File: config.mk
export PLATFORM = sky130hd
export DESIGN_NAME = four_axis_joystick_servo_jog_top
export DESIGN_NICKNAME = d
export VERILOG_FILES = /design/src/rtl/fajsj_pkg.sv /design/src/rtl/four_axis_joystick_servo_jog_top.sv /design/src/rtl/fajsj_cfg.sv /design/src/rtl/fajsj_joint.sv
export SDC_FILE = /design/constraint.sdc
export NUM_CORES = 1
export LEC_CHECK = 0
export BUFFER_PORTS_ARGS = -buffer_cell sky130_fd_sc_hd__buf_2
export CORE_UTILIZATION = 50
export CTS_CLUSTER_DIAMETER = 150
export DETAILED_ROUTE_END_ITERATION = 8
export GPL_TIMING_DRIVEN = 0
export PLACE_DENSITY = 0.65
export SYNTH_ARGS = -nofsm -noshare
export SYNTH_HDL_FRONTEND = slang
export SYNTH_HIERARCHICAL = 1
export SYNTH_SLANG_ARGS = --single-unit
File: constraint.sdc
create_clock -name i_clk -period 23.7 [get_ports i_clk]
set_input_delay 1.185 -clock i_clk [delete_from_list [all_inputs] [get_ports i_clk]]
set_output_delay 1.185 -clock i_clk [all_outputs]
set_load 0.05 [all_outputs]
File: src/rtl/fajsj_pkg.sv
package fajsj_pkg;

    localparam int STEP_DIVISOR_DEF = 50;

    localparam logic signed [8:0] POS_MIN    = -9'sd2;
    localparam logic signed [8:0] POS_MAX    = 9'sd182;
    localparam logic signed [8:0] RESET_HOME = 9'sd90;

    localparam logic [6:0] DEAD_ZONE_RST  = 7'd2;
    localparam logic [7:0] HOME_ANGLE_RST = 8'd90;
    localparam logic [7:0] MAX_ANGLE_RST  = 8'd180;

    typedef logic signed [8:0]  t_pos;
    typedef logic signed [10:0] t_wide;

    typedef enum logic [1:0] {
        REG_DEAD_ZONE  = 2'd0,
        REG_HOME_ANGLE = 2'd1,
        REG_MAX_ANGLE  = 2'd2
    } t_reg_idx;

    typedef struct packed {
        logic [6:0] dead_zone;
        logic [7:0] home_angle;
        logic [7:0] max_angle;
    } t_cfg;

    function automatic t_pos sat_pos(input t_wide v);
        t_pos r;
        if (v < t_wide'(POS_MIN)) begin
            r = POS_MIN;
        end else if (v > t_wide'(POS_MAX)) begin
            r = POS_MAX;
        end else begin
            r = $signed(v[8:0]);
        end
        return r;
    endfunction

endpackage

File: src/rtl/four_axis_joystick_servo_jog_top.sv
// Four-axis servo jog controller driven by joystick events.
// Input channel (i_valid/o_ready): one beat is one controller event with four
// signed stick values, their moved marks and four button presses.
// Output channel (o_valid/i_ready): one beat per event with the four joint
// angles clamped to 0..max_angle and the freeze and elbow-lock flags.
// The APB port writes dead_zone at 0x0, home_angle at 0x4 and max_angle at
// 0x8; pready is always high and reads return the register value.
// An accepted event waits in the input register; the state update and the output
// clamps are combinational and are registered into the result register.
// o_valid rises when the event moves from the input register into the result
// register; one event is accepted in every cycle while the receiver keeps
// i_ready high.
// When the receiver stalls, the result register holds its beat and the input
// register takes one more event, after which o_ready drops.
// Reset puts all four joints at 90, clears both flags, loads the register
// defaults and empties both stages.
module four_axis_joystick_servo_jog_top #(
    parameter int STEP_DIVISOR = fajsj_pkg::STEP_DIVISOR_DEF
) (
    input  logic              i_clk,
    input  logic              i_rst_n,
    input  logic              psel,
    input  logic              penable,
    input  logic              pwrite,
    input  logic [3:0]        paddr,
    input  logic [31:0]       pwdata,
    output logic [31:0]       prdata,
    output logic              pready,
    input  logic              i_valid,
    output logic              o_ready,
    input  logic signed [7:0] i_left_x,
    input  logic signed [7:0] i_left_y,
    input  logic signed [7:0] i_right_x,
    input  logic signed [7:0] i_right_y,
    input  logic              i_moved_left_x,
    input  logic              i_moved_left_y,
    input  logic              i_moved_right_x,
    input  logic              i_moved_right_y,
    input  logic              i_press_freeze,
    input  logic              i_press_lock,
    input  logic              i_press_home_left,
    input  logic              i_press_home_right,
    output logic              o_valid,
    input  logic              i_ready,
    output logic [7:0]        o_base_angle,
    output logic [7:0]        o_shoulder_angle,
    output logic [7:0]        o_elbow_angle,
    output logic [7:0]        o_wrist_angle,
    output logic              o_frozen,
    output logic              o_elbow_coupled
);

    typedef struct packed {
        logic signed [7:0] left_x;
        logic signed [7:0] left_y;
        logic signed [7:0] right_x;
        logic signed [7:0] right_y;
        logic              moved_left_x;
        logic              moved_left_y;
        logic              moved_right_x;
        logic              moved_right_y;
        logic              press_freeze;
        logic              press_lock;
        logic              press_home_left;
        logic              press_home_right;
    } t_event;

    fajsj_pkg::t_cfg  w_cfg;
    t_event           r_in;
    logic             r_in_valid;
    logic             r_out_valid;
    logic             w_take;
    logic             w_fire;
    logic             w_active;

    fajsj_pkg::t_pos  r_base_pos, r_shoulder_pos, r_elbow_pos, r_wrist_pos;
    logic             r_freeze, r_lock;
    fajsj_pkg::t_pos  n_base_pos, n_shoulder_pos, n_elbow_pos, n_wrist_pos;
    logic             n_freeze, n_lock;

    fajsj_pkg::t_pos  w_home;
    fajsj_pkg::t_pos  w_base0, w_shoulder0, w_elbow_c, w_elbow0, w_wrist0;
    logic signed [7:0] w_base_step, w_shoulder_step, w_elbow_step, w_wrist_step;

    logic [7:0]       r_base_angle, r_shoulder_angle, r_elbow_angle, r_wrist_angle;

    function automatic logic [7:0] clamp_out(input fajsj_pkg::t_pos v,
                                             input logic [7:0] hi);
        logic [7:0] r;
        if (v < 9'sd0) begin
            r = 8'd0;
        end else if ($signed({1'b0, v}) > $signed({2'b00, hi})) begin
            r = hi;
        end else begin
            r = v[7:0];
        end
        return r;
    endfunction

    fajsj_cfg u_cfg (
        .i_clk   (i_clk),
        .i_rst_n (i_rst_n),
        .psel    (psel),
        .penable (penable),
        .pwrite  (pwrite),
        .paddr   (paddr),
        .pwdata  (pwdata),
        .prdata  (prdata),
        .pready  (pready),
        .o_cfg   (w_cfg)
    );

    assign w_fire  = r_in_valid && (!r_out_valid || i_ready);
    assign o_ready = !r_in_valid || w_fire;
    assign w_take  = i_valid && o_ready;
    assign o_valid = r_out_valid;

    assign w_home = (w_cfg.home_angle > 8'd182) ? fajsj_pkg::POS_MAX
                                                 : $signed({1'b0, w_cfg.home_angle});

    assign n_freeze = r_freeze ^ r_in.press_freeze;
    assign w_active = !n_freeze;
    assign n_lock   = r_lock ^ (w_active && r_in.press_lock);

    assign w_base0     = (w_active && r_in.press_home_left) ? w_home : r_base_pos;
    assign w_shoulder0 = (w_active && r_in.press_home_left) ? w_home : r_shoulder_pos;

    fajsj_joint #(.STEP_DIVISOR(STEP_DIVISOR)) u_base (
        .i_stick     (r_in.left_x),
        .i_move      (w_active && r_in.moved_left_x),
        .i_pos       (w_base0),
        .i_dead_zone (w_cfg.dead_zone),
        .i_max_angle (w_cfg.max_angle),
        .o_step      (w_base_step),
        .o_pos       (n_base_pos)
    );

    fajsj_joint #(.STEP_DIVISOR(STEP_DIVISOR)) u_shoulder (
        .i_stick     (r_in.left_y),
        .i_move      (w_active && r_in.moved_left_y),
        .i_pos       (w_shoulder0),
        .i_dead_zone (w_cfg.dead_zone),
        .i_max_angle (w_cfg.max_angle),
        .o_step      (w_shoulder_step),
        .o_pos       (n_shoulder_pos)
    );

    // With the lock set, the shoulder step carries into the elbow, saturated to POS_MIN..POS_MAX.
    assign w_elbow_c = n_lock
        ? fajsj_pkg::sat_pos(fajsj_pkg::t_wide'(r_elbow_pos)
                             + fajsj_pkg::t_wide'(w_shoulder_step))
        : r_elbow_pos;
    assign w_elbow0 = (w_active && r_in.press_home_right) ? w_home : w_elbow_c;
    assign w_wrist0 = (w_active && r_in.press_home_right) ? w_home : r_wrist_pos;

    fajsj_joint #(.STEP_DIVISOR(STEP_DIVISOR)) u_wrist (
        .i_stick     (r_in.right_x),
        .i_move      (w_active && r_in.moved_right_x),
        .i_pos       (w_wrist0),
        .i_dead_zone (w_cfg.dead_zone),
        .i_max_angle (w_cfg.max_angle),
        .o_step      (w_wrist_step),
        .o_pos       (n_wrist_pos)
    );

    fajsj_joint #(.STEP_DIVISOR(STEP_DIVISOR)) u_elbow (
        .i_stick     (r_in.right_y),
        .i_move      (w_active && r_in.moved_right_y),
        .i_pos       (w_elbow0),
        .i_dead_zone (w_cfg.dead_zone),
        .i_max_angle (w_cfg.max_angle),
        .o_step      (w_elbow_step),
        .o_pos       (n_elbow_pos)
    );

    always_ff @(posedge i_clk) begin
        if (!i_rst_n) begin
            r_in_valid     <= 1'b0;
            r_out_valid    <= 1'b0;
            r_base_pos     <= fajsj_pkg::RESET_HOME;
            r_shoulder_pos <= fajsj_pkg::RESET_HOME;
            r_elbow_pos    <= fajsj_pkg::RESET_HOME;
            r_wrist_pos    <= fajsj_pkg::RESET_HOME;
            r_freeze       <= 1'b0;
            r_lock         <= 1'b0;
        end else begin
            if (w_take) begin
                r_in_valid <= 1'b1;
            end else if (w_fire) begin
                r_in_valid <= 1'b0;
            end
            if (w_fire) begin
                r_out_valid    <= 1'b1;
                r_base_pos     <= n_base_pos;
                r_shoulder_pos <= n_shoulder_pos;
                r_elbow_pos    <= n_elbow_pos;
                r_wrist_pos    <= n_wrist_pos;
                r_freeze       <= n_freeze;
                r_lock         <= n_lock;
            end else if (i_ready) begin
                r_out_valid <= 1'b0;
            end
        end
    end

    always_ff @(posedge i_clk) begin
        if (w_take) begin
            r_in.left_x           <= i_left_x;
            r_in.left_y           <= i_left_y;
            r_in.right_x          <= i_right_x;
            r_in.right_y          <= i_right_y;
            r_in.moved_left_x     <= i_moved_left_x;
            r_in.moved_left_y     <= i_moved_left_y;
            r_in.moved_right_x    <= i_moved_right_x;
            r_in.moved_right_y    <= i_moved_right_y;
            r_in.press_freeze     <= i_press_freeze;
            r_in.press_lock       <= i_press_lock;
            r_in.press_home_left  <= i_press_home_left;
            r_in.press_home_right <= i_press_home_right;
        end
        if (w_fire) begin
            r_base_angle     <= clamp_out(n_base_pos, w_cfg.max_angle);
            r_shoulder_angle <= clamp_out(n_shoulder_pos, w_cfg.max_angle);
            r_elbow_angle    <= clamp_out(n_elbow_pos, w_cfg.max_angle);
            r_wrist_angle    <= clamp_out(n_wrist_pos, w_cfg.max_angle);
        end
    end

    assign o_base_angle     = r_base_angle;
    assign o_shoulder_angle = r_shoulder_angle;
    assign o_elbow_angle    = r_elbow_angle;
    assign o_wrist_angle    = r_wrist_angle;
    assign o_frozen         = r_freeze;
    assign o_elbow_coupled  = r_lock;

    a_pos_range: assert property (@(posedge i_clk) disable iff (!i_rst_n)
        r_base_pos >= fajsj_pkg::POS_MIN && r_base_pos <= fajsj_pkg::POS_MAX
        && r_shoulder_pos >= fajsj_pkg::POS_MIN && r_shoulder_pos <= fajsj_pkg::POS_MAX
        && r_elbow_pos >= fajsj_pkg::POS_MIN && r_elbow_pos <= fajsj_pkg::POS_MAX
        && r_wrist_pos >= fajsj_pkg::POS_MIN && r_wrist_pos <= fajsj_pkg::POS_MAX)
        else $error("joint position outside the saturation range");

    a_state_hold: assert property (@(posedge i_clk) disable iff (!i_rst_n)
        !w_fire |=> $stable(r_base_pos) && $stable(r_shoulder_pos)
                    && $stable(r_elbow_pos) && $stable(r_wrist_pos)
                    && $stable(r_freeze) && $stable(r_lock))
        else $error("state changed without an event being processed");

    a_frozen_hold: assert property (@(posedge i_clk) disable iff (!i_rst_n)
        w_fire && r_freeze && !r_in.press_freeze
        |=> $stable(r_base_pos) && $stable(r_shoulder_pos)
            && $stable(r_elbow_pos) && $stable(r_wrist_pos) && $stable(r_lock))
        else $error("joints moved while frozen");

    a_result_out: assert property (@(posedge i_clk) disable iff (!i_rst_n)
        w_fire |=> r_out_valid && r_in_valid == $past(w_take))
        else $error("processed event did not reach the result register");

endmodule

File: src/rtl/fajsj_cfg.sv
module fajsj_cfg (
    input  logic                i_clk,
    input  logic                i_rst_n,
    input  logic                psel,
    input  logic                penable,
    input  logic                pwrite,
    input  logic [3:0]          paddr,
    input  logic [31:0]         pwdata,
    output logic [31:0]         prdata,
    output logic                pready,
    output fajsj_pkg::t_cfg     o_cfg
);

    fajsj_pkg::t_cfg     r_cfg;
    fajsj_pkg::t_reg_idx w_idx;
    logic                w_wr;

    assign w_idx  = fajsj_pkg::t_reg_idx'(paddr[3:2]);
    assign w_wr   = psel && penable && pwrite;
    assign pready = 1'b1;
    assign o_cfg  = r_cfg;

    always_ff @(posedge i_clk) begin
        if (!i_rst_n) begin
            r_cfg.dead_zone  <= fajsj_pkg::DEAD_ZONE_RST;
            r_cfg.home_angle <= fajsj_pkg::HOME_ANGLE_RST;
            r_cfg.max_angle  <= fajsj_pkg::MAX_ANGLE_RST;
        end else if (w_wr) begin
            unique case (w_idx)
                fajsj_pkg::REG_DEAD_ZONE:  r_cfg.dead_zone  <= pwdata[6:0];
                fajsj_pkg::REG_HOME_ANGLE: r_cfg.home_angle <= pwdata[7:0];
                fajsj_pkg::REG_MAX_ANGLE:  r_cfg.max_angle  <= pwdata[7:0];
                default: ;
            endcase
        end
    end

    always_comb begin
        unique case (w_idx)
            fajsj_pkg::REG_DEAD_ZONE:  prdata = {25'd0, r_cfg.dead_zone};
            fajsj_pkg::REG_HOME_ANGLE: prdata = {24'd0, r_cfg.home_angle};
            fajsj_pkg::REG_MAX_ANGLE:  prdata = {24'd0, r_cfg.max_angle};
            default:                   prdata = 32'd0;
        endcase
    end

endmodule

File: src/rtl/fajsj_joint.sv
module fajsj_joint #(
    parameter int STEP_DIVISOR = fajsj_pkg::STEP_DIVISOR_DEF
) (
    input  logic signed [7:0] i_stick,
    input  logic              i_move,
    input  fajsj_pkg::t_pos   i_pos,
    input  logic [6:0]        i_dead_zone,
    input  logic [7:0]        i_max_angle,
    output logic signed [7:0] o_step,
    output fajsj_pkg::t_pos   o_pos
);

    localparam int          RECIP_SHIFT = 16;
    localparam int          RECIP       = ((2 ** RECIP_SHIFT) + STEP_DIVISOR - 1) / STEP_DIVISOR;
    localparam logic [16:0] RECIP_V     = 17'(RECIP);

    logic [7:0]        w_mag;
    logic [24:0]       w_prod;
    logic [7:0]        w_quot;
    logic signed [7:0] w_step;
    logic signed [8:0] w_stick;
    logic signed [8:0] w_dz;
    logic signed [9:0] w_pos;
    logic signed [9:0] w_max;
    logic              w_allow;

    // The reciprocal is exact for every stick magnitude up to 128.
    assign w_mag  = i_stick[7] ? (~i_stick + 8'd1) : i_stick;
    assign w_prod = {17'd0, w_mag} * {8'd0, RECIP_V};
    assign w_quot = w_prod[RECIP_SHIFT+7:RECIP_SHIFT];
    assign w_step = i_stick[7] ? $signed(~w_quot + 8'd1) : $signed(w_quot);

    assign w_stick = {i_stick[7], i_stick};
    assign w_dz    = $signed({2'b00, i_dead_zone});
    assign w_pos   = {i_pos[8], i_pos};
    assign w_max   = $signed({2'b00, i_max_angle});

    assign w_allow = i_move && (((w_stick < -w_dz) && (w_pos < w_max))
                             || ((w_stick > w_dz) && (w_pos > 10'sd0)));

    assign o_step = w_allow ? w_step : 8'sd0;
    assign o_pos  = fajsj_pkg::sat_pos(fajsj_pkg::t_wide'(i_pos)
                                       - fajsj_pkg::t_wide'(o_step));

endmodule

# Word-level counts from Yosys, hierarchy flattened
# Cells that the tools add are included.
# word_totals
register_bits	135
inputBits	83
out_inout_bits	69
elab_cells	167
# classes
add_sub_neg	14
mul	4
magnitude_cmp	35
eq_ne	2
n_mux	37
bitwise_logic	10
n_reduce_logical	38
# ops
op	count
$mux 8	17
$mux 9	15
$mul 8x11->19 const B	4
$add 8x1->8 const B	8
$gt 11x9->1 const B	4
$lt 11x2->1 const B	4
$sub 9x8->10	4
$gt 9x1->1 const B	4
$gt 9x8->1	4
$lt 8x9->1	4
$lt 9x1->1 const B	4
$lt 9x9->1	4
$gt 8x8->1	4
$not 3->8	4
$not 8->8	4
$pmux 8 s3	1
$logic_and 1x1->1	23
$add 9x8->10	1
$gt 10x9->1 const B	1
$lt 10x2->1 const B	1
$neg 7->9	1
$gt 8x8->1 const B	1
$logic_or 1x1->1	6
$reduce_and 2->1	3
7 further kinds	14

# Logic depth before layout (Yosys ltp)
# Gate-level depths: netlist of the first run.
# logic_depth
depth_word	26
ltp_mapped	55
depth_no_buf	55

# By module
# The synthesis of the first run kept the hierarchy.
# by_module_without_submodules
module	instances	cells_per_inst	area_per_inst_um2	seq_area_each_um2
four_axis_joystick_servo_jog_top	1	643	6132.1	2962.8
fajsj_joint at u_elbow	1	378	2992.9	0.0
fajsj_joint at u_wrist	1	366	2992.9	0.0
fajsj_joint at u_base	1	365	2967.8	0.0
fajsj_joint at u_shoulder	1	356	2902.8	0.0
fajsj_cfg	1	151	1321.3	460.4

# Worst setup path after synthesis of the first run
# No wires, ideal clock.
# synth_path
path_kind	register -> register
startpoint	register r_in[26] in the netlist's numbering
endpoint	register r_elbow_angle[6], in the netlist o_elbow_angle[6] (data pin)
t_arrival_ps	11506
t_required_ps	23554
path_slack_ps	12048
path_stages_with_launch	49
n_path_buf	0
synth_period_minus_slack_ps	11652
path_cell_list	edfxtp_1 > or3_1 > or4b_1 > fa_1 > xor2_1 > ha_1 > nand2b_1 > fa_1 > fa_1 > ha_1 > o2111ai_1 > o31ai_1 > a21oi_1 > xnor2_1 > ha_1 > ha_1 > nand2_1 > o21ai_1 > (+13 left out) > o21a_1 > o311a_1 > ha_1 > inv_1 > fa_1 > a211oi_2 > o31ai_1 > a2111o_1 > a21oi_1 > nor2_1 > or3_1 > ha_1 > nor2b_1 > o21a_1 > o21a_1 > o211ai_1 > nand3_1 > a21oi_1
# synth_via
elab_chain_cells	25
# synth_lines
item	line	text
start, declared	four_axis_joystick_servo_jog_top.sv:69	t_event r_in;
$not 8->8	fajsj_joint.sv:28	assign w_mag = i_stick[7] ? (~i_stick + 8'd1) : i_stick;
$add 8x1->8	fajsj_joint.sv:28	
$mux 8	fajsj_joint.sv:28	
$mul 8x11->19	fajsj_joint.sv:29	assign w_prod = {17'd0, w_mag} * {8'd0, RECIP_V};
$not 3->8	fajsj_joint.sv:31	assign w_step = i_stick[7] ? $signed(~w_quot + 8'd1) : $signed(w_quot);
$add 8x1->8	fajsj_joint.sv:31	
$mux 8	fajsj_joint.sv:31	
$mux 8 *	fajsj_joint.sv:41	assign o_step = w_allow ? w_step : 8'sd0;
via w_shoulder_step[2]	four_axis_joystick_servo_jog_top.sv:83	logic signed [7:0] w_base_step, w_shoulder_step, w_elbow_step, w_wrist_step;
(+6 left out)	--	
via w_elbow0[6]	four_axis_joystick_servo_jog_top.sv:82	fajsj_pkg::t_pos w_base0, w_shoulder0, w_elbow_c, w_elbow0, w_wrist0;
(+5 left out)	--	
via w_elbow_step[0]	four_axis_joystick_servo_jog_top.sv:83	
$sub 9x8->10 *	fajsj_joint.sv:43	- fajsj_pkg::t_wide'(o_step));
$gt 11x9->1	fajsj_pkg.sv:32	end else if (v > t_wide'(POS_MAX)) begin
$mux 9	fajsj_pkg.sv:32	
$mux 9 *	fajsj_pkg.sv:30	if (v < t_wide'(POS_MIN)) begin
via n_elbow_pos[1]	four_axis_joystick_servo_jog_top.sv:78	fajsj_pkg::t_pos n_base_pos, n_shoulder_pos, n_elbow_pos, n_wrist_pos;
$gt 9x8->1	four_axis_joystick_servo_jog_top.sv:92	end else if ($signed({1'b0, v}) > $signed({2'b00, hi})) begin
$mux 8	four_axis_joystick_servo_jog_top.sv:92	
end signal, assigned	four_axis_joystick_servo_jog_top.sv:224	r_elbow_angle <= clamp_out(n_elbow_pos, w_cfg.max_angle);
end, declared	four_axis_joystick_servo_jog_top.sv:85	logic [7:0] r_base_angle, r_shoulder_angle, r_elbow_angle, r_wrist_angle;
# The timed path passes the listed nets; every way through them passes the cells marked *.
# A chain may end at the register's enable or synchronous reset.

# Final worst setup path of the first run
# layout_path
startpoint	register r_in[24] in the netlist's numbering
endpoint	register r_elbow_angle[5], in the netlist o_elbow_angle[5] (data pin)
# Same word-level chain as after synthesis.

==> flow_summary.json, run 1 <==
{
  "layout-drive-gt1-share_pct": 10.2,
  "netlist_area_sq_um": 19100,
  "portBuffers": 98,
  "finalClockSkew_ps": 11.0,
  "vias": 16700,
  "postCtsSetupRepairBufs": 0,
  "initial_core_util_pct": 50.8,
  "crit_type": "flop to flop",
  "cp_max_fo": 8,
  "grt_antenna_before_repair": 5,
  "setup_viol": 0,
  "cts_buffer_depth": 2,
  "avgViaCountPerCell": 5.74,
  "placedCellCount": 2871,
  "crit_path_top_delay_cell": "o41ai_1",
  "routed_wl_um": 51200,
  "status": "complete, no violations",
  "postSynthCellCount": 2238,
  "yosys_warnings": 6,
  "std_cell_rows": 71,
  "final_cell_mix": "ha_1, inv_1, nand2_1, a21oi_1, buf_2",
  "clk_latency_ps": 460,
  "holdWs_ps": 468,
  "drc_errors": 0,
  "critical_path.max_stage_delay_ps": 910,
  "syn_area_per_cell_sq_um": 8.55,
  "grt_pass1_vias": 16300,
  "die_x_um": 198,
  "endpoint": "o_elbow_angle[5]",
  "fin_cells": 2907,
  "clock-sinks": 135,
  "layout_setup_ws_ps": 9550,
  "drv_cap": 0,
  "r2r_end": "o_elbow_angle[5]",
  "root_buffer": "clkbuf_16",
  "timing_hold_violations_final": 0,
  "synthToLayoutAreaGrowth_pct": 9.51,
  "fmax_mhz": 70.7,
  "report.final.slew_viol_count": 0,
  "powerDensity_nw_per_um2": 86.0,
  "tns_ps": 0,
  "max-slew-margin-rel_pct": 30.6,
  "firstDrtPassIters": 5,
  "clk_pin_slew_ps": 70,
  "dieArea_sq_um": 39100,
  "rsz0062_at_grt": "no",
  "arrival_ps": 14440,
  "drt_iter0_drc": 913,
  "finalNetCount": 2909,
  "core_area_sq_um": 37700,
  "final_common_cell": "ha_1",
  "total_leakage_power_nw": 10.0,
  "setup.worst_path.start": "r_in[24]",
  "cts_buffers": 17,
  "hold_class": "flop to flop",
  "tightestPinTransition_ps": 1030,
  "die_y_um": 198,
  "cts_tree": "built",
  "worstSetupStartpointType": "flop",
  "grt_pass1_wl_um": 83200,
  "fin_util_pct": 55.6,
  "r2r_start": "r_in[24]",
  "antenna_left": 0,
  "endpoint_kind": "flop",
  "cts_resized": 0,
  "worstPathRequired_ps": 23990,
  "path_common_cell": "ha_1",
  "reg2reg_slack_ps": 9550,
  "dp_slack_ps": 9580,
  "cts_max_level": 4,
  "wl_per_cell_um": 17.6,
  "place_hpwl_um": 41700,
  "global_route.usage.total_pct": 27.1,
  "hold_buffers": 0,
  "grt_start_max_net_pins": 42,
  "pin_count": 152,
  "period_needed_ps": 14150,
  "min_period_over_period_pct": 59.7,
  "r2r_cells": 50,
  "gp_congestion": 0.945,
  "overflow": 0,
  "ir_drop_uv": 66.8
}
==> worst min-delay path by stage <==
stage | startpoint | endpoint | slack (ps) | cells after the start
after floorplan | r_base_pos[7] | r_base_pos[7] | 440 | 2
after global placement | r_shoulder_pos[1] | r_shoulder_pos[1] | 450 | 2
after global routing | r_shoulder_pos[6] | r_shoulder_pos[6] | 490 | 2
after CTS | r_base_pos[2] | r_base_pos[2] | 470 | 2
final | r_base_pos[2] | r_base_pos[2] | 470 | 2
after detailed placement | r_base_pos[2] | r_base_pos[2] | 460 | 2
==> cell type report <==
cell class / count / area (sq um)
diodes: 3 / 7.51
plain buffers: 79 / 468
clock buffers: 22 / 474
clock inverters: 10 / 81.3
fillers: 3577 / 16700
inverters: 290 / 1090
multi-input cells: 1757 / 14200
flip-flops and latches: 135 / 3420
well taps: 511 / 639
repair buffers: 100 / 529
==> registers in the layout, indices dropped and copies added (netlist names), 9 cells and up <==
| register | count |
|---|---|
| r_shoulder_pos | 9 |
| r_base_pos | 9 |
| u_cfg/o_cfg | 23 |
| r_in | 40 |
| r_elbow_pos | 9 |
| r_wrist_pos | 9 |
==> through the flow <==
stage          total power, mW  cell area (sq um)
6_report                  1.80              21000
4_1_cts                   1.81              20900
2_1_floorplan             1.25              19200
3_5_place_dp              1.54              20400
5_1_grt                   1.99              20900
3_3_place_gp              1.50              20300
==> routing by layer <==
layer	vias to the layer above	global-route usage, %	part of all wire (%)	routed length (um)
met5	-	0	0.053	27
met4	4	10.1	3.1	1600
met3	112	5.04	5.7	2910
met2	451	45.4	47	24000
met1	7907	34.6	44	22700
li1	8221	-	-	-
==> power by group <==
part	internal, mW	switching (mW)
combinational	0.467	0.761
sequential	0.296	0.0188
clock	0.144	0.115
==> critical path: cells and delay by family (launching register included) <==
family | cells | cell delay [ps]
compound gates | 21 | 6130
fa+ha+maj | 13 | 4280
simple gates | 10 | 1920
xor+xnor | 3 | 720
buf+inv | 3 | 470
flops | 1 | 460
Power figures use the tool's default switching activity.
==> inputs of run 2 (changes only) <==
- PLACE_DENSITY: 0.65 -> 0.68
- clock period: 23.7 -> 11.8 ns (I/O delays scaled with it)
==> flow_summary.json, run 2 (synthesis results as in run 1) <==
{
  "status": "complete, but fails checks",
  "violations": "negative setup slack",
  "routed_wl_um": 52500,
  "layout_setup_ws_ps": -407,
  "rsz0062_at_grt": "yes",
  "endpoint": "o_elbow_angle[6]",
  "powerDensity_nw_per_um2": 181,
  "min_period_over_period_pct": 103,
  "endpoint_kind": "flop",
  "vias": 17000,
  "largest_reg_flops": 40,
  "synthToLayoutAreaGrowth_pct": 16.5,
  "reg2reg_slack_ps": -410,
  "wl_per_cell_um": 17.7,
  "fin_cells": 2965,
  "worstPathRequired_ps": 12090,
  "grt_pass1_vias": 16800,
  "drv_cap": 0,
  "portBuffers": 98,
  "total_leakage_power_nw": 10.5,
  "firstDrtPassIters": 5,
  "worstSetupStartpointType": "flop",
  "std_cell_rows": 71,
  "layout-drive-gt1-share_pct": 17.2,
  "overflow": 0,
  "cp_num_cells": 50,
  "clk_pin_slew_ps": 80,
  "cp_max_fo": 6,
  "largest-register": "r_in",
  "initial_core_util_pct": 50.8,
  "timing_hold_violations_final": 0,
  "hold_buffers": 0,
  "r2r_cells": 50,
  "core_area_sq_um": 37700,
  "fin_util_pct": 59.2,
  "arrival_ps": 12500,
  "grt_start_max_net_pins": 42,
  "tightestPinTransition_ps": 1400,
  "power_mw": 4.03,
  "place_area_sq_um": 20400,
  "fmax_mhz": 81.9,
  "cts_buffer_depth": 2,
  "finalClockSkew_ps": 20.3,
  "drc_errors": 0,
  "pin_count": 152,
  "hold_class": "input port to flop",
  "crit_path_top_delay_cell": "fa_2",
  "root_buffer": "clkbuf_16",
  "cts_max_level": 4,
  "grt_pass1_wl_um": 84800,
  "ir_drop_uv": 126,
  "grt_antenna_before_repair": 4,
  "dieArea_sq_um": 39100,
  "crit_type": "flop to flop",
  "final_cell_mix": "ha_1, inv_1, nand2_1, buf_2, a21oi_1",
  "final_common_cell": "ha_1",
  "setup.worst_path.start": "r_in[25]",
  "period_needed_ps": 12210,
  "r2r_end": "o_elbow_angle[6]",
  "gp_congestion": 0.951,
  "clock-sinks": 135,
  "global_route.usage.total_pct": 27.4,
  "antenna_left": 0,
  "fin_area_sq_um": 22300,
  "multi_input_area_sq_um": 15100,
  "setup_viol": 8,
  "finalNetCount": 2967,
  "dp_slack_ps": -2110,
  "cts_buffers": 17,
  "r2r_start": "r_in[25]",
  "critical_path.max_stage_delay_ps": 620,
  "report.final.slew_viol_count": 0,
  "max-slew-margin-rel_pct": 5.67,
  "crit_family": "compound AO/OA/AOI/OAI gates",
  "die_y_um": 198,
  "placedCellCount": 2871,
  "place_hpwl_um": 40900,
  "drt_iter0_drc": 1111,
  "cts_tree": "built",
  "clk_latency_ps": 460,
  "sequential_cell_area_sq_um": 3420,
  "avgViaCountPerCell": 5.75,
  "crit_buf_inv": 3,
  "num-fill-cells": 3398,
  "path_common_cell": "ha_4",
  "die_x_um": 198
}
==> run 2: how the worst min path moves through the flow <==
stage / from / end / cells after the start
after floorplan: r_base_pos[7] / r_base_pos[7] / 2
after global placement: r_shoulder_pos[1] / r_shoulder_pos[1] / 2
after detailed placement: r_wrist_pos[3] / r_wrist_pos[3] / 2
after CTS: i_right_y[1] / r_in[9] / 1
after global routing: i_right_y[1] / r_in[9] / 1
final: i_right_y[1] / r_in[9] / 1
==> run 2: stage by stage <==
step           hold slack [ps]  TNS [ps]
6_report                   307     -2850
5_1_grt                    293     -6010
3_5_place_dp               461    -21500
2_1_floorplan              435         0
4_1_cts                    294     -1.63
3_3_place_gp               453    -18700
==> run 2: power breakdown <==
| part | internal, mW | total, mW | leakage [nW] | switching, mW |
|---|---|---|---|---|
| Combinational | 1.13 | 2.84 | 8.98 | 1.71 |
| Sequential | 0.594 | 0.631 | 1.21 | 0.0362 |
| Clock | 0.288 | 0.556 | 0.295 | 0.268 |
| Total | 2.02 | 4.03 | 10.5 | 2.01 |
==> run 2: area by class of cell <==
class	instances	area share (%)
Multi-Input combinational cell	1757	67.7
Sequential cell	135	15.4
Inverter	290	4.88
Timing Repair Buffer	159	4.42
Tap cell	511	2.87
Buffer	78	2.09
Clock buffer	17	1.91
Clock inverter	15	0.780
Antenna cell	3	0.0337
==> run 2: layer usage <==
layer	part of all wire [%]	track usage [%]	routed length, um	vias to the layer above
met3	5.3	4.08	2800	137
met4	3.9	12.2	2040	2
met1	44	34.3	22900	8110
met2	47	46.7	24800	465
li1	-	-	-	8330
met5	0.025	0	13	-
==> run 2: worst register-to-register path: cells and delay by family, from the launching register on <==
kind	cells	cell delay, ps
adders and majority gates	12	3790
DFF	1	390
xor gates and xnor gates	2	460
and+or+nand+nor	11	2420
AOI/OAI and AO/OA	22	4600
buffers and inverters	3	390
==> run 2: timing repair <==
item / CTS / global route
pin swaps: 50 / 61
cloned: 0 / 0
resized for setup: 113 / 47
setup buffers: 42 / 19
setup endpoints to repair: 17 / 8
